**config.mk**
```make
export PLATFORM = sky130hd
export DESIGN_NAME = outlined_glyph_renderer_flat
export DESIGN_NICKNAME = d
export VERILOG_FILES = /design/src/hdl/ogr_pkg.sv /design/src/hdl/ogr_in_if.sv /design/src/hdl/ogr_out_if.sv /design/src/hdl/outlined_glyph_renderer.sv /design/src/hdl/ogr_lane.sv /design/src/hdl/ogr_merge.sv /design/src/flat_wrapper.sv
export SDC_FILE = /design/constraint.sdc
export NUM_CORES = 1
export LEC_CHECK = 0
export BUFFER_PORTS_ARGS = -buffer_cell sky130_fd_sc_hd__buf_2
export CORE_AREA = 2 2 234 236
export CTS_CLUSTER_DIAMETER = 120
export DETAILED_ROUTE_END_ITERATION = 12
export DIE_AREA = 0 0 236 238
export PLACE_DENSITY_LB_ADDON = 0.05
export SYNTH_ARGS = -nofsm -noshare
export SYNTH_HDL_FRONTEND = slang
export SYNTH_HIERARCHICAL = 1
export SYNTH_SLANG_ARGS = --single-unit
export TNS_END_PERCENT = 5
```
**constraint.sdc**
```tcl
create_clock -name clk -period 13.55 [get_ports clk]
set_clock_uncertainty 0.1 [all_clocks]
set_input_delay 0 -clock clk [delete_from_list [all_inputs] [get_ports clk]]
set_output_delay 0 -clock clk [all_outputs]
set_load 0.05 [all_outputs]
```
**src/hdl/ogr_pkg.sv**
```systemverilog
`timescale 1ns / 1ps
// ----------------------------------------------------------------------------
// ogr_pkg
// shared types, constants and helpers of the outlined glyph renderer
// ----------------------------------------------------------------------------
package ogr_pkg;

    localparam int GLYPH_SIZE = 8;
    localparam int GLYPH_BITS = GLYPH_SIZE * GLYPH_SIZE;

    localparam logic [7:0]         NEWLINE_CODE = 8'd10;
    localparam logic signed [10:0] CURSOR_MAX   = 11'sd1023;

    typedef enum logic [1:0] {
        CFG_MARGIN        = 2'd0,
        CFG_FILL_COLOR    = 2'd1,
        CFG_OUTLINE_COLOR = 2'd2
    } cfg_index_t;

    typedef logic signed [10:0] coord_t;

    // one character worth of pixel work, handed from the lanes to the merger
    typedef struct packed {
        logic [GLYPH_BITS-1:0] emit;
        logic [GLYPH_BITS-1:0] fill;
        coord_t                x0;
        coord_t                y0;
        coord_t                cursor_col;
        coord_t                cursor_row;
    } job_t;

    // cursor step of one glyph width, saturating at the top of the range
    function automatic coord_t sat_add8(input coord_t v);
        logic signed [11:0] s;
        s = {v[10], v} + 12'sd8;
        if (s > 12'sd1023)
            return CURSOR_MAX;
        else
            return s[10:0];
    endfunction

endpackage

```
**src/hdl/ogr_in_if.sv**
```systemverilog
`timescale 1ns / 1ps
// ----------------------------------------------------------------------------
// ogr_in_if
// character channel: one beat carries a character and its glyph bitmap
// ----------------------------------------------------------------------------
interface ogr_in_if;

    logic               valid;
    logic               ready;
    logic [7:0]         char_code;
    logic [63:0]        glyph_rows;
    logic               load_cursor;
    logic signed [10:0] start_x;
    logic signed [10:0] start_y;

    modport source (
        output valid, char_code, glyph_rows, load_cursor, start_x, start_y,
        input  ready
    );

    modport sink (
        input  valid, char_code, glyph_rows, load_cursor, start_x, start_y,
        output ready
    );

endinterface

```
**src/hdl/ogr_out_if.sv**
```systemverilog
`timescale 1ns / 1ps
// ----------------------------------------------------------------------------
// ogr_out_if
// pixel channel: one beat carries a pixel write or a null result
// ----------------------------------------------------------------------------
interface ogr_out_if;

    logic               valid;
    logic               ready;
    logic               write_enable;
    logic [8:0]         pixel_x;
    logic [7:0]         pixel_y;
    logic [15:0]        pixel_color;
    logic signed [10:0] cursor_col;
    logic signed [10:0] cursor_row;
    logic               last;

    modport source (
        output valid, write_enable, pixel_x, pixel_y, pixel_color,
               cursor_col, cursor_row, last,
        input  ready
    );

    modport sink (
        input  valid, write_enable, pixel_x, pixel_y, pixel_color,
               cursor_col, cursor_row, last,
        output ready
    );

endinterface

```
**src/hdl/outlined_glyph_renderer.sv**
```systemverilog
`timescale 1ns / 1ps
// ----------------------------------------------------------------------------
// outlined_glyph_renderer
// 8x8 bitmap text renderer with outline and a saturating text cursor
// ----------------------------------------------------------------------------
// Each beat on the glyph channel is one character with its 8x8 bitmap. A
// newline moves the cursor to the margin and 8 rows down; any other character
// is drawn while the cursor row is above the last screen row, as fill pixels
// for set bits and outline pixels for clear bits next to a set bit, clipped to
// the screen, and then the cursor moves 8 columns right. The pixel channel
// gives one beat per pixel write in raster order, or one null beat when a
// character writes nothing; last marks the final beat of a character. A
// character gives max(1, writes) beats, up to 64; besides pixel back-pressure,
// the merger is the only limit on rate and emits one beat per cycle while not
// stalled. Characters pass the character stage, then the merger's job and
// output registers; the next is taken while the current one is being emitted.
// ----------------------------------------------------------------------------
module outlined_glyph_renderer
    import ogr_pkg::*;
#(
    parameter int SCREEN_WIDTH  = 320,
    parameter int SCREEN_HEIGHT = 240
)
(
    input  logic        clk,
    input  logic        rst_n,
    input  logic        cfg_we,
    input  logic [1:0]  cfg_index,
    input  logic [15:0] cfg_wdata,
    ogr_in_if.sink      glyph,
    ogr_out_if.source   pixel
);

    localparam logic signed [11:0] SCR_H = 12'(SCREEN_HEIGHT);

    // configuration
    logic [8:0]  margin_reg;
    logic [15:0] fill_color_reg;
    logic [15:0] outline_color_reg;

    // text cursor
    coord_t cursor_x_reg, cursor_x_next;
    coord_t cursor_y_reg, cursor_y_next;

    // character stage feeding the lanes
    logic        s1_valid_reg, s1_valid_next;
    logic        s1_draw_reg;
    logic [63:0] s1_glyph_reg;
    coord_t      s1_x0_reg;
    coord_t      s1_y0_reg;
    coord_t      s1_col_reg;
    coord_t      s1_row_reg;

    logic   accept;
    logic   s1_take;
    logic   is_newline;
    logic   draw;
    coord_t cur_x;
    coord_t cur_y;
    job_t   job;

    // ---- configuration writes ------------------------------------------
    always_ff @(posedge clk or negedge rst_n)
    begin
        if (!rst_n)
        begin
            margin_reg        <= '0;
            fill_color_reg    <= 16'hFFFF;
            outline_color_reg <= '0;
        end
        else if (cfg_we)
        begin
            unique case (cfg_index_t'(cfg_index))
                CFG_MARGIN:        margin_reg        <= cfg_wdata[8:0];
                CFG_FILL_COLOR:    fill_color_reg    <= cfg_wdata;
                CFG_OUTLINE_COLOR: outline_color_reg <= cfg_wdata;
                default:           ;
            endcase
        end
    end

    // ---- cursor update at acceptance -----------------------------------
    // the cursor only depends on earlier characters, so it settles at once
    assign glyph.ready = !s1_valid_reg || s1_take;
    assign accept      = glyph.valid && glyph.ready;

    always_comb
    begin
        cur_x      = glyph.load_cursor ? glyph.start_x : cursor_x_reg;
        cur_y      = glyph.load_cursor ? glyph.start_y : cursor_y_reg;
        is_newline = (glyph.char_code == NEWLINE_CODE);
        // rows above the screen still count as drawable
        draw       = !is_newline && ($signed({cur_y[10], cur_y}) < (SCR_H - 12'sd1));

        if (is_newline)
        begin
            cursor_x_next = {2'b00, margin_reg};
            cursor_y_next = sat_add8(cur_y);
        end
        else if (draw)
        begin
            cursor_x_next = sat_add8(cur_x);
            cursor_y_next = cur_y;
        end
        else
        begin
            // too far down: nothing drawn, cursor stays
            cursor_x_next = cur_x;
            cursor_y_next = cur_y;
        end

        s1_valid_next = s1_valid_reg;
        if (accept)
            s1_valid_next = 1'b1;
        else if (s1_take)
            s1_valid_next = 1'b0;
    end

    always_ff @(posedge clk or negedge rst_n)
    begin
        if (!rst_n)
        begin
            cursor_x_reg <= '0;
            cursor_y_reg <= '0;
            s1_valid_reg <= 1'b0;
        end
        else
        begin
            s1_valid_reg <= s1_valid_next;
            if (accept)
            begin
                cursor_x_reg <= cursor_x_next;
                cursor_y_reg <= cursor_y_next;
            end
        end
    end

    always_ff @(posedge clk)
    begin
        if (accept)
        begin
            s1_draw_reg  <= draw;
            s1_glyph_reg <= glyph.glyph_rows;
            s1_x0_reg    <= cur_x;
            s1_y0_reg    <= cur_y;
            s1_col_reg   <= cursor_x_next;
            s1_row_reg   <= cursor_y_next;
        end
    end

    // ---- row lanes -----------------------------------------------------
    // one lane per glyph row, each sees the rows above and below for outline
    for (genvar r = 0; r < GLYPH_SIZE; r++)
    begin : g_lane
        logic [7:0] above;
        logic [7:0] below;
        logic [7:0] emit;
        logic [7:0] fill;

        if (r == 0)
        begin : g_top
            assign above = '0;
        end
        else
        begin : g_inner_top
            assign above = s1_glyph_reg[GLYPH_BITS-1-GLYPH_SIZE*(r-1) -: GLYPH_SIZE];
        end

        if (r == GLYPH_SIZE - 1)
        begin : g_bottom
            assign below = '0;
        end
        else
        begin : g_inner_bottom
            assign below = s1_glyph_reg[GLYPH_BITS-1-GLYPH_SIZE*(r+1) -: GLYPH_SIZE];
        end

        ogr_lane #(
            .SCREEN_WIDTH  (SCREEN_WIDTH),
            .SCREEN_HEIGHT (SCREEN_HEIGHT),
            .ROW           (r)
        ) u_lane (
            .row_above (above),
            .row_bits  (s1_glyph_reg[GLYPH_BITS-1-GLYPH_SIZE*r -: GLYPH_SIZE]),
            .row_below (below),
            .x0        (s1_x0_reg),
            .y0        (s1_y0_reg),
            .emit      (emit),
            .fill      (fill)
        );

        // a character that is not drawn gives an empty mask, hence a null beat
        assign job.emit[r*GLYPH_SIZE +: GLYPH_SIZE] = emit & {GLYPH_SIZE{s1_draw_reg}};
        assign job.fill[r*GLYPH_SIZE +: GLYPH_SIZE] = fill;
    end

    assign job.x0         = s1_x0_reg;
    assign job.y0         = s1_y0_reg;
    assign job.cursor_col = s1_col_reg;
    assign job.cursor_row = s1_row_reg;

    // ---- merger: one beat per cycle unless stalled, raster order ---------
    ogr_merge u_merge (
        .clk           (clk),
        .rst_n         (rst_n),
        .job_valid     (s1_valid_reg),
        .job           (job),
        .job_take      (s1_take),
        .fill_color    (fill_color_reg),
        .outline_color (outline_color_reg),
        .pixel         (pixel)
    );

endmodule

```
**src/hdl/ogr_lane.sv**
```systemverilog
`timescale 1ns / 1ps
// ----------------------------------------------------------------------------
// ogr_lane
// one glyph row: classifies its eight pixels as fill or outline and clips them
// ----------------------------------------------------------------------------
module ogr_lane
    import ogr_pkg::*;
#(
    parameter int SCREEN_WIDTH  = 320,
    parameter int SCREEN_HEIGHT = 240,
    parameter int ROW           = 0
)
(
    input  logic [7:0] row_above,   // bit 7 is the leftmost column
    input  logic [7:0] row_bits,
    input  logic [7:0] row_below,
    input  coord_t     x0,
    input  coord_t     y0,
    output logic [7:0] emit,        // bit c is column c
    output logic [7:0] fill
);

    localparam logic signed [11:0] SCR_W = 12'(SCREEN_WIDTH);
    localparam logic signed [11:0] SCR_H = 12'(SCREEN_HEIGHT);

    logic [7:0]         above_c;
    logic [7:0]         mid_c;
    logic [7:0]         below_c;
    logic [7:0]         near;
    logic [7:0]         spread;
    logic [7:0]         col_ok;
    logic               row_ok;
    logic signed [11:0] py;
    logic signed [11:0] px [GLYPH_SIZE];

    always_comb
    begin
        for (int c = 0; c < GLYPH_SIZE; c++)
        begin
            above_c[c] = row_above[GLYPH_SIZE-1-c];
            mid_c[c]   = row_bits[GLYPH_SIZE-1-c];
            below_c[c] = row_below[GLYPH_SIZE-1-c];
        end
        // the centre bit only matters where it is set, and then it is fill anyway
        near   = above_c | mid_c | below_c;
        spread = near | {near[6:0], 1'b0} | {1'b0, near[7:1]};

        py     = {y0[10], y0} + 12'(ROW);
        row_ok = (py >= 12'sd0) && (py < SCR_H);
        for (int c = 0; c < GLYPH_SIZE; c++)
        begin
            px[c]     = {x0[10], x0} + 12'(c);
            col_ok[c] = (px[c] >= 12'sd0) && (px[c] < SCR_W);
        end

        emit = (mid_c | spread) & col_ok & {8{row_ok}};
        fill = mid_c;
    end

endmodule

```
**src/hdl/ogr_merge.sv**
```systemverilog
`timescale 1ns / 1ps
// ----------------------------------------------------------------------------
// ogr_merge
// walks a character's pixel mask in raster order, one result beat per cycle unless stalled
// ----------------------------------------------------------------------------
module ogr_merge
    import ogr_pkg::*;
(
    input  logic        clk,
    input  logic        rst_n,
    input  logic        job_valid,
    input  job_t        job,
    output logic        job_take,
    input  logic [15:0] fill_color,
    input  logic [15:0] outline_color,
    ogr_out_if.source   pixel
);

    logic        busy_reg, busy_next;
    job_t        job_reg, job_next;
    logic        out_valid_reg, out_valid_next;
    logic        out_we_reg;
    logic [8:0]  out_x_reg;
    logic [7:0]  out_y_reg;
    logic [15:0] out_color_reg;
    coord_t      out_col_reg;
    coord_t      out_row_reg;
    logic        out_last_reg;

    logic                  advance;
    logic                  done;
    logic                  null_job;
    logic [7:0]            row_nz;
    logic [2:0]            sel_row;
    logic [2:0]            sel_col;
    logic [7:0]            sel_byte;
    logic [5:0]            idx;
    logic [GLYPH_BITS-1:0] mask_next;
    logic signed [11:0]    sum_x;
    logic signed [11:0]    sum_y;

    always_comb
    begin
        for (int r = 0; r < GLYPH_SIZE; r++)
            row_nz[r] = |job_reg.emit[r*GLYPH_SIZE +: GLYPH_SIZE];
        sel_row = '0;
        for (int r = GLYPH_SIZE - 1; r >= 0; r--)
            if (row_nz[r])
                sel_row = 3'(r);
        sel_byte = job_reg.emit[sel_row*GLYPH_SIZE +: GLYPH_SIZE];
        sel_col  = '0;
        for (int c = GLYPH_SIZE - 1; c >= 0; c--)
            if (sel_byte[c])
                sel_col = 3'(c);
        idx = {sel_row, sel_col};

        null_job  = (job_reg.emit == '0);
        mask_next = job_reg.emit & ~(GLYPH_BITS'(1) << idx);
        done      = (mask_next == '0);

        sum_x = {job_reg.x0[10], job_reg.x0} + 12'(sel_col);
        sum_y = {job_reg.y0[10], job_reg.y0} + 12'(sel_row);

        advance  = busy_reg && (!out_valid_reg || pixel.ready);
        job_take = job_valid && (!busy_reg || (advance && done));

        busy_next = busy_reg;
        job_next  = job_reg;
        if (job_take)
        begin
            busy_next = 1'b1;
            job_next  = job;
        end
        else if (advance)
        begin
            busy_next     = !done;
            job_next.emit = mask_next;
        end

        out_valid_next = out_valid_reg;
        if (advance)
            out_valid_next = 1'b1;
        else if (pixel.ready)
            out_valid_next = 1'b0;
    end

    always_ff @(posedge clk or negedge rst_n)
    begin
        if (!rst_n)
        begin
            busy_reg      <= 1'b0;
            out_valid_reg <= 1'b0;
        end
        else
        begin
            busy_reg      <= busy_next;
            out_valid_reg <= out_valid_next;
        end
    end

    always_ff @(posedge clk)
    begin
        job_reg <= job_next;
        if (advance)
        begin
            out_col_reg  <= job_reg.cursor_col;
            out_row_reg  <= job_reg.cursor_row;
            out_last_reg <= done;
            if (null_job)
            begin
                out_we_reg    <= 1'b0;
                out_x_reg     <= '0;
                out_y_reg     <= '0;
                out_color_reg <= '0;
            end
            else
            begin
                out_we_reg    <= 1'b1;
                out_x_reg     <= sum_x[8:0];
                out_y_reg     <= sum_y[7:0];
                out_color_reg <= job_reg.fill[idx] ? fill_color : outline_color;
            end
        end
    end

    assign pixel.valid        = out_valid_reg;
    assign pixel.write_enable = out_we_reg;
    assign pixel.pixel_x      = out_x_reg;
    assign pixel.pixel_y      = out_y_reg;
    assign pixel.pixel_color  = out_color_reg;
    assign pixel.cursor_col   = out_col_reg;
    assign pixel.cursor_row   = out_row_reg;
    assign pixel.last         = out_last_reg;

endmodule
```
**src/flat_wrapper.sv**
```systemverilog
// flat-port wrapper written by rule: the top's interface ports become plain ports
module outlined_glyph_renderer_flat import ogr_pkg::*;
#(
    parameter int SCREEN_WIDTH  = 320,
    parameter int SCREEN_HEIGHT = 240
)
  (clk, rst_n, cfg_we, cfg_index, cfg_wdata, glyph_valid, glyph_char_code, glyph_glyph_rows, glyph_load_cursor, glyph_start_x, glyph_start_y, glyph_ready, pixel_valid, pixel_write_enable, pixel_pixel_x, pixel_pixel_y, pixel_pixel_color, pixel_cursor_col, pixel_cursor_row, pixel_last, pixel_ready);
  ogr_in_if glyph_i ();
  ogr_out_if pixel_i ();
  input  logic clk;
  input  logic rst_n;
  input  logic cfg_we;
  input  logic [1:0] cfg_index;
  input  logic [15:0] cfg_wdata;
  input wire logic [$bits(glyph_i.valid)-1:0] glyph_valid;
  input wire logic [$bits(glyph_i.char_code)-1:0] glyph_char_code;
  input wire logic [$bits(glyph_i.glyph_rows)-1:0] glyph_glyph_rows;
  input wire logic [$bits(glyph_i.load_cursor)-1:0] glyph_load_cursor;
  input wire logic [$bits(glyph_i.start_x)-1:0] glyph_start_x;
  input wire logic [$bits(glyph_i.start_y)-1:0] glyph_start_y;
  output wire logic [$bits(glyph_i.ready)-1:0] glyph_ready;
  output wire logic [$bits(pixel_i.valid)-1:0] pixel_valid;
  output wire logic [$bits(pixel_i.write_enable)-1:0] pixel_write_enable;
  output wire logic [$bits(pixel_i.pixel_x)-1:0] pixel_pixel_x;
  output wire logic [$bits(pixel_i.pixel_y)-1:0] pixel_pixel_y;
  output wire logic [$bits(pixel_i.pixel_color)-1:0] pixel_pixel_color;
  output wire logic [$bits(pixel_i.cursor_col)-1:0] pixel_cursor_col;
  output wire logic [$bits(pixel_i.cursor_row)-1:0] pixel_cursor_row;
  output wire logic [$bits(pixel_i.last)-1:0] pixel_last;
  input wire logic [$bits(pixel_i.ready)-1:0] pixel_ready;
  assign glyph_i.valid = glyph_valid;
  assign glyph_i.char_code = glyph_char_code;
  assign glyph_i.glyph_rows = glyph_glyph_rows;
  assign glyph_i.load_cursor = glyph_load_cursor;
  assign glyph_i.start_x = glyph_start_x;
  assign glyph_i.start_y = glyph_start_y;
  assign glyph_ready = glyph_i.ready;
  assign pixel_valid = pixel_i.valid;
  assign pixel_write_enable = pixel_i.write_enable;
  assign pixel_pixel_x = pixel_i.pixel_x;
  assign pixel_pixel_y = pixel_i.pixel_y;
  assign pixel_pixel_color = pixel_i.pixel_color;
  assign pixel_cursor_col = pixel_i.cursor_col;
  assign pixel_cursor_row = pixel_i.cursor_row;
  assign pixel_last = pixel_i.last;
  assign pixel_i.ready = pixel_ready;
  outlined_glyph_renderer #(.SCREEN_WIDTH(SCREEN_WIDTH), .SCREEN_HEIGHT(SCREEN_HEIGHT)) u_core (.clk(clk), .rst_n(rst_n), .cfg_we(cfg_we), .cfg_index(cfg_index), .cfg_wdata(cfg_wdata), .glyph(glyph_i), .pixel(pixel_i));
endmodule
```
==> impl_table.tex, run 1 <==
\begin{tabular}{lr}
\hline
Metric & Value \\
\hline
\multicolumn{2}{l}{\textbf{Drt}} \\
\quad Total wire length after detailed routing & 94.3 mm \\
\quad Detailed-router iteration count before antenna repair & 6 \\
\quad Routed wirelength normalized by instance count & between 20 and 30 µm \\
\quad Number of nets still failing antenna checks after routing & 0 \\
\quad Vias after detailed routing & 23,400 \\
\quad Number of vias per cell & approximately 6.6 \\
\quad Number of design-rule violations left by the first detailed-router iteration & between 2,000 and 3,000 \\
\quad DRC violations left & 0 \\
\multicolumn{2}{l}{\textbf{Yosys}} \\
\quad Synthesized instance count & about 2,600 \\
\quad Mean post-synth cell area & slightly above 10 µm² \\
\quad Synth Cell Area & between 0.02 and 0.03 mm² \\
\quad Post-synthesis sequential area ratio & 0.441 \\
\quad Number of distinct library cell variants in the gate-level netlist after synthesis & between 100 and 150 \\
\quad Count of flip-flops with a built-in enable after synthesis & 333 \\
\quad YS warnings & 6 \\
\quad Cell accounting for the most synthesized area & edfxtp\_1 \\
\quad Most used DFF post-synth & edfxtp\_1 \\
\quad Async set-reset flop share out of synthesis & 0.165 \\
\quad Post-synth top area share & 0.378 \\
\quad Number of register bits inferred by synthesis & 399 \\
\quad Cell types occupying the most area after synthesis & edfxtp\_1 (38\%), dfrtp\_1 (4.7\%), mux2\_2 (3.1\%) \\
\multicolumn{2}{l}{\textbf{Setup path}} \\
\quad Arrival @ worst endpoint & 9900 ps \\
\quad Highest net fanout along the worst path & 79 \\
\quad Required time reported for the critical path endpoint & 13,920 ps \\
\quad Cell count of the worst reg-to-reg path & 19 \\
\quad Crit-path cells & nor4\_1, nand2\_1, a211o\_1, a21oi\_1, o21ai\_0, a22oi\_2, nand2\_1, or3\_1, o21a\_1, or4\_1, or4b\_1, nor4\_1, a41oi\_4, inv\_4, nand2b\_1, nand2\_1, inv\_6, buf\_4, mux2\_2 \\
\quad Launching element type of the critical path & register \\
\quad Cell with the largest stage delay on the worst path & buf\_4 \\
\quad Type of destination of the critical path & register \\
\quad Start of the worst register-to-register path & u\_core/u\_merge/job\_reg[138] \\
\quad Worst reg-to-reg setup slack & 4030 ps \\
\quad Path type of the worst setup path & reg -> reg \\
\quad CP top delay family & simple AND/OR/NAND/NOR gates \\
\quad Total stage count of the critical path & 19 \\
\quad Worst path buffer plus inverter count & 3 \\
\quad Startpoint of the worst setup timing path & u\_core/u\_merge/job\_reg[138] \\
\quad Largest incremental delay on the critical path & $\sim$850 ps \\
\quad Critical path destination & u\_core/cursor\_y\_reg[9] \\
\quad Most numerous cell on the critical path & nand2\_1 \\
\quad RR Endpoint & u\_core/cursor\_y\_reg[9] \\
\multicolumn{2}{l}{\textbf{Global routing}} \\
\quad Overflow left after global routing & 0 \\
\quad Global-route wire length before repair & 141 mm \\
\quad Vias in the first global route & between 20,000 and 25,000 \\
\quad Antenna violations before repair & 3 \\
\quad Largest net degree at the start of global routing & between 100 and 150 \\
\quad Overall Global Routing Usage & 0.329 \\
\multicolumn{2}{l}{\textbf{CTS}} \\
\quad Post-CTS sizing & 0 \\
\quad TritonCTS clock tree & yes \\
\quad Worst-skew pair later-pin latency & 590 ps \\
\quad Maximum buffer depth of the clock tree & 3 \\
\quad Inserted Clock Buffers & 46 \\
\quad H-tree depth & 2 \\
\quad Clk slew on worst S/H paths & 60 ps \\
\quad Number of clock sinks seen by CTS & 399 \\
\quad Clock root buffer master & clkbuf\_16 \\
\multicolumn{2}{l}{\textbf{Timing}} \\
\quad Max-slew violations & 0 \\
\quad Setup TNS & 0 ps \\
\quad Setup repair after global routing missed its margin & false \\
\quad Least-Margin Pin Slew & roughly 1300 ps \\
\quad Portion of the clock cycle consumed by the worst path in the final layout & 0.703 \\
\quad Final Critical Period & between 9000 and 10,000 ps \\
\quad Number of setup violations in the final report & 0 \\
\quad Max transition margin & 0.161 \\
\quad Final count of hold timing violations & 0 \\
\quad Highest attainable clock frequency & 0.105 GHz \\
\multicolumn{2}{l}{\textbf{Die}} \\
\quad Core area & 0.0535 mm² \\
\quad DIE AREA & 0.0562 mm² \\
\quad Width of the die & 236 µm \\
\quad Std-Cell Rows & 85 \\
\quad Die Ht & roughly 240 µm \\
\quad Initial core utilization & 0.495 \\
\quad Number of I/O pins & 177 \\
\multicolumn{2}{l}{\textbf{Place}} \\
\quad Count of buffers from port buffering & 176 \\
\quad Final GP Congestion & 0.985 \\
\quad Number of instances in the placed design & roughly 3,400 \\
\quad HPWL after detailed placement & 67.0 mm \\
\multicolumn{2}{l}{\textbf{Outcome}} \\
\quad Result of the run & finished clean \\
\multicolumn{2}{l}{\textbf{Layout}} \\
\quad Syn-to-layout area delta & 13.7\% \\
\quad Antenna diode instance count & 0 \\
\quad Number of flip-flops in the largest register & roughly 170 \\
\quad Fraction of the core area covered by cells at the end of the flow & 0.562 \\
\quad Fraction of layout instances using a drive strength above 1 & 0.179 \\
\quad Post-layout nets & 2,984 \\
\quad Final Non-Filler Cells & 3,547 \\
\multicolumn{2}{l}{\textbf{Job}} \\
\quad Max-cap violations & 0 \\
\multicolumn{2}{l}{\textbf{Power and ir drop}} \\
\quad Power density normalized to cell area & a little over 100 mW/mm² \\
\quad Max VDD drop & about 0.000091 V \\
\quad Total design power & 3.08 mW \\
\quad Pleak & 10.6 nW \\
\multicolumn{2}{l}{\textbf{Worst hold path}} \\
\quad Classification of the worst-slack hold path & in -> reg \\
\hline
\end{tabular}
## power breakdown
part | switching [mW] | internal, mW | total, mW | leakage [nW]
clock network | 0.522 | 0.739 | 1.26 | 0.759
registers | 0.0445 | 1.41 | 1.45 | 3.85
logic | 0.230 | 0.142 | 0.372 | 6.04
## kinds of logic (layout without fill, tap and decap cells)
| logic type | after synthesis | count (layout) | synth area share |
|---|---|---|---|
| mux | 155 | 155 | 0.0657 |
| other cells | 1 | 16 | 0.000142 |
| fa+ha+maj | 53 | 53 | 0.0256 |
| simple gates | 997 | 997 | 0.212 |
| buf+inv | 304 | 518 | 0.0610 |
| compound gates | 668 | 668 | 0.179 |
| xor+xnor | 45 | 45 | 0.0149 |
| flops | 399 | 399 | 0.441 |
## layout make-up
class / count / area [µm²]
Clock buffer: 61 / 1290
Clock inverter: 25 / 270
Fill cell: 4595 / 23400
Inverter: 107 / 409
Multi-Input combinational cell: 1934 / 13300
Sequential cell: 399 / 11700
Tap cell: 696 / 871
Timing Repair Buffer: 325 / 2300
## worst min-delay path by stage
stage,startpoint,to,slack [ps],cells after the start
finish,glyph_glyph_rows[48],u_core/s1_glyph_reg[48],30,2
global route,glyph_glyph_rows[15],u_core/s1_glyph_reg[15],20,2
CTS,glyph_glyph_rows[48],u_core/s1_glyph_reg[48],0.5,2
detailed placement,glyph_glyph_rows[17],u_core/s1_glyph_reg[17],80,1
global placement,glyph_glyph_rows[13],u_core/s1_glyph_reg[13],80,1
floorplan,rst_n,u_core/cursor_x_reg[0],-400,0
## metal layers
layer | up-vias | track usage | wire length, µm
li1 | 10400 | - | -
met1 | 11500 | 0.464 | 40400
met2 | 1282 | 0.514 | 42700
met3 | 210 | 0.0472 | 7810
met4 | 6 | 0.125 | 3450
met5 | - | 0 | 44
## placed cells by master, fill, tap and decap left out, types with 16 or more instances in the layout
cell type,Yosys,layout
mux2_2,74,74
mux2i_1,63,63
nand2_1,162,162
ha_1,51,51
dlygate4sd3_1,0,107
o21ai_1,17,17
xor2_1,17,17
nand2b_1,22,22
and2_1,78,77
nand3b_1,22,22
mux2_4,16,16
buf_4,76,39
nand4_1,61,61
nor2_1,153,152
conb_1,1,16
buf_2,40,176
nor3_1,121,121
a21oi_1,137,136
nand3_1,107,107
a31oi_1,34,34
o22ai_1,18,18
inv_1,102,100
nor4_1,54,54
or3_1,33,33
or4_1,17,17
a21o_1,16,16
o31ai_1,24,24
clkbuf_16,0,48
edfxtp_1,333,333
o21ai_0,138,138
and3_1,27,27
dfrtp_1,50,50
o21a_1,32,32
o211ai_1,35,35
dfstp_2,16,16
xnor2_1,28,28
## repair_timing
action	4_1_cts	5_1_grt
buffers inserted	0	0
hold buffers	107	0
endpoints found under the setup margin	0	0
endpoints found under the hold margin	225	0
## stage by stage
step | worst slack, ps | instance area, µm² | hold slack, ps
floorplan | 1630 | 26500 | -396
global placement | 4190 | 27400 | 76.3
detailed placement | 4180 | 27400 | 78.1
CTS | 4180 | 30100 | 0.485
global route | 3600 | 30100 | 24.9
finish | 4030 | 30100 | 30.5
## synthesized netlist by cell type, drive strengths merged (22+ instances only)
| cell type | n |
|---|---|
| dfrtp | 50 |
| o211ai | 36 |
| nor3 | 126 |
| or4 | 22 |
| o21ai | 158 |
| a21oi | 141 |
| o21a | 33 |
| and2 | 79 |
| nand4 | 66 |
| mux2 | 91 |
| o31ai | 24 |
| edfxtp | 333 |
| clkbuf | 65 |
| nand2b | 22 |
| mux2i | 64 |
| xnor2 | 28 |
| nor4 | 64 |
| nand3 | 111 |
| or3 | 36 |
| nand2 | 165 |
| a31oi | 35 |
| nand3b | 22 |
| nor2 | 158 |
| ha | 51 |
| buf | 132 |
| inv | 105 |
| and3 | 28 |
Note: power is estimated with default switching activity, not from simulation.
==> run 2, diff against run 1 <==
- clock period: 13.55 -> 7.89 ns (I/O delays scaled with it)
==> impl_table.tex, run 2 (synthesized netlist as in run 1, its figures left out) <==
\begin{tabular}{lr}
\hline
Metric & Value \\
\hline
\multicolumn{2}{l}{\textbf{Die}} \\
\quad Die Ht & 238 µm (unchanged) \\
\quad Width of the die & 236 µm (unchanged) \\
\quad Number of I/O pins & 177 (unchanged) \\
\quad DIE AREA & 0.0562 mm² (unchanged) \\
\quad Std-Cell Rows & 85 (unchanged) \\
\quad Core area & 0.0535 mm² (unchanged) \\
\quad Initial core utilization & 0.495 (unchanged) \\
\multicolumn{2}{l}{\textbf{Timing}} \\
\quad Max-slew violations & 0 (unchanged) \\
\quad Least-Margin Pin Slew & 1280 ps (+26.5 ps) \\
\quad Portion of the clock cycle consumed by the worst path in the final layout & 0.950 (+0.248) \\
\quad Setup TNS & 0 ps (unchanged) \\
\quad Final count of hold timing violations & 0 (unchanged) \\
\quad Number of setup violations in the final report & 0 (unchanged) \\
\quad Highest attainable clock frequency & 0.133 GHz (+27\%) \\
\quad Max transition margin & 0.143 (-0.0177) \\
\quad Setup repair after global routing missed its margin & false \\
\quad Final Critical Period & 7500 ps (-2030 ps) \\
\multicolumn{2}{l}{\textbf{Power and ir drop}} \\
\quad Cell Int Power & 4.09 mW (+79\%) \\
\quad Total design power & 5.46 mW (+77\%) \\
\quad Power density normalized to cell area & 179 mW/mm² (+75\%) \\
\quad Fraction of power spent switching nets & 0.251 (-0.00749) \\
\quad Clock network fraction of total power & 0.426 (+0.017) \\
\quad Flop pwr share & 0.456 (-0.014) \\
\quad Max VDD drop & 0.000223 V (+150\%) \\
\quad Pleak & 10.9 nW (+2.1\%) \\
\quad Combinational cell fraction of total power & 0.118 (-0.003) \\
\quad Net Sw Power & 1.37 mW (+72\%) \\
\multicolumn{2}{l}{\textbf{Setup path}} \\
\quad Most numerous cell on the critical path & nand2\_1 \\
\quad Type of destination of the critical path & register \\
\quad Path type of the worst setup path & reg -> reg \\
\quad Cell count of the worst reg-to-reg path & 23 (+4) \\
\quad Cell with the largest stage delay on the worst path & nor4\_1 \\
\quad Required time reported for the critical path endpoint & 8080 ps (-5840 ps) \\
\quad Start of the worst register-to-register path & u\_core/u\_merge/job\_reg[141] \\
\quad RR Endpoint & u\_core/s1\_glyph\_reg[40] \\
\quad Launching element type of the critical path & register \\
\quad Worst reg-to-reg setup slack & 390 ps (-3630 ps) \\
\quad Largest incremental delay on the critical path & 660 ps (-190 ps) \\
\quad Worst path buffer plus inverter count & 8 (+5) \\
\quad CP top delay family & simple AND/OR/NAND/NOR gates \\
\quad Crit-path cells & nor4\_1, nand4\_1, o21ai\_1, nand2\_1, inv\_2, a22oi\_1, a22oi\_2, nand2\_1, buf\_4, nor4\_1, nand2\_1, buf\_4, o21ai\_0, nand4\_1, nor4\_1, buf\_4, a41oi\_4, clkinvlp\_4, nand2b\_2, nand2\_1, inv\_6, buf\_12, buf\_12 \\
\quad Highest net fanout along the worst path & 29 (-63\%) \\
\quad Arrival @ worst endpoint & 7680 ps (-2220 ps) \\
\multicolumn{2}{l}{\textbf{Layout}} \\
\quad Area used by multi-input combinational logic & 0.0133 mm² (about the same) \\
\quad Layout filler cell count & 4,662 (+1.5\%) \\
\quad Post-layout nets & 3,019 (+1.2\%) \\
\quad Fraction of layout instances using a drive strength above 1 & 0.188 (+0.00898) \\
\quad Footprint of the flip-flops and latches & 0.0117 mm² (unchanged) \\
\quad Number of flip-flops in the largest register & 167 (unchanged) \\
\quad Leading cell type in the layout, fill and taps excluded & edfxtp\_1 \\
\quad Syn-to-layout area delta & 15.3\% \\
\quad Most used cells in the layout excluding fill and tap cells & edfxtp\_1 (333), buf\_2 (176), nand2\_1 (162), nor2\_1 (152), o21ai\_0 (138) \\
\multicolumn{2}{l}{\textbf{CTS}} \\
\quad Clock root buffer master & clkbuf\_16 \\
\quad Number of clock sinks seen by CTS & 399 (unchanged) \\
\quad TritonCTS clock tree & yes \\
\quad Maximum buffer depth of the clock tree & 3 (unchanged) \\
\quad Worst-skew pair later-pin latency & 590 ps (about the same) \\
\quad Post-CTS sizing & 0 (unchanged) \\
\quad Inserted Clock Buffers & 45 (-2.2\%) \\
\quad H-tree depth & 2 (unchanged) \\
\quad Clk slew on worst S/H paths & 60 ps (about the same) \\
\multicolumn{2}{l}{\textbf{Worst hold path}} \\
\quad End point of the worst hold path & u\_core/s1\_glyph\_reg[5] \\
\quad Count of cells along the worst hold path & 2 (unchanged) \\
\quad Classification of the worst-slack hold path & in -> reg \\
\quad HP Start & glyph\_glyph\_rows[5] \\
\multicolumn{2}{l}{\textbf{Global routing}} \\
\quad Global-route wire length before repair & 142 mm (+0.89\%) \\
\quad Overflow left after global routing & 0 (unchanged) \\
\quad Largest net degree at the start of global routing & 122 (-11\%) \\
\quad Overall Global Routing Usage & 0.330 (+0.00147) \\
\quad Antenna violations before repair & 2 (-1) \\
\quad Vias in the first global route & 22,800 (+1.4\%) \\
\multicolumn{2}{l}{\textbf{Drt}} \\
\quad Total wire length after detailed routing & 94.5 mm (+0.15\%) \\
\quad Detailed-router iteration count before antenna repair & 8 (+2) \\
\quad Vias after detailed routing & 23,700 (+1.3\%) \\
\quad Routed wirelength normalized by instance count & 26.4 µm (-0.83\%) \\
\quad Number of design-rule violations left by the first detailed-router iteration & 2,855 (+1.6\%) \\
\quad Number of vias per cell & 6.61 (+0.26\%) \\
\quad DRC violations left & 0 (unchanged) \\
\quad Number of nets still failing antenna checks after routing & 0 (unchanged) \\
\multicolumn{2}{l}{\textbf{Job}} \\
\quad Max-cap violations & 0 (unchanged) \\
\multicolumn{2}{l}{\textbf{Place}} \\
\quad Count of buffers from port buffering & 176 (unchanged) \\
\quad HPWL after detailed placement & 67.1 mm (+0.13\%) \\
\quad Final GP Congestion & 1.03 (+5.1\%) \\
\multicolumn{2}{l}{\textbf{Outcome}} \\
\quad Result of the run & finished clean \\
\hline
\end{tabular}
-- run 2: final cells by class --
cell class	instances	share of cell area
Multi-Input combinational cell	1934	0.435
Tap cell	696	0.0285
Inverter	107	0.0135
Clock inverter	33	0.0155
Sequential cell	399	0.383
Antenna cell	1	0.0000820
Clock buffer	51	0.0380
Timing Repair Buffer	361	0.0869
-- run 2: power groups by stage --
stage	clock network [mW]	logic, mW	registers [mW]
6_report	2.32	0.645	2.49
5_1_grt	2.45	0.687	2.50
4_1_cts	2.36	0.635	2.49
3_5_place_dp	0	0.589	2.53
3_3_place_gp	0	0.585	2.53
2_1_floorplan	0	0.318	2.58
-- run 2: metrics by stage --
stage | utilization | setup WS [ps] | instance area [µm²] | hold slack [ps] | std cells
final | 0.570 | 391 | 30500 | 21.5 | 3582
after global placement | 0.519 | 565 | 27700 | 75.9 | 3384
after global routing | 0.570 | 52.5 | 30500 | 10.2 | 3581
after CTS | 0.570 | 558 | 30500 | 0.0814 | 3581
after floorplan | - | 2.45 | 26500 | -396 | 2637
after detailed placement | 0.519 | 591 | 27700 | 78.1 | 3384
-- run 2: layer usage --
metal / GRT usage / routed length (µm)
met2: 0.519 / 42700
met1: 0.460 / 39400
met5: 0 / 0
met4: 0.112 / 3460
met3: 0.0610 / 8900
-- run 2: what timing repair did --
| item | in CTS | in global routing |
|---|---|---|
| hold buffers | 113 | 0 |
| buffers inserted | 0 | 0 |
| endpoints found under the hold margin | 218 | 0 |
| endpoints found under the setup margin | 0 | 0 |
-- run 2: worst max-delay path by stage --
stage                                     start                      end  slack, ps  depth (start not counted)
detailed placement  u_core/u_merge/job_reg[133]  u_core/s1_glyph_reg[32]        590                         20
global route        u_core/u_merge/job_reg[133]  u_core/s1_glyph_reg[29]         50                         22
CTS                 u_core/u_merge/job_reg[133]  u_core/s1_glyph_reg[12]        560                         20
floorplan           u_core/u_merge/job_reg[168]     u_core/s1_col_reg[0]          2                         22
global placement    u_core/u_merge/job_reg[133]  u_core/s1_glyph_reg[33]        570                         20
finish              u_core/u_merge/job_reg[141]  u_core/s1_glyph_reg[40]        390                         23
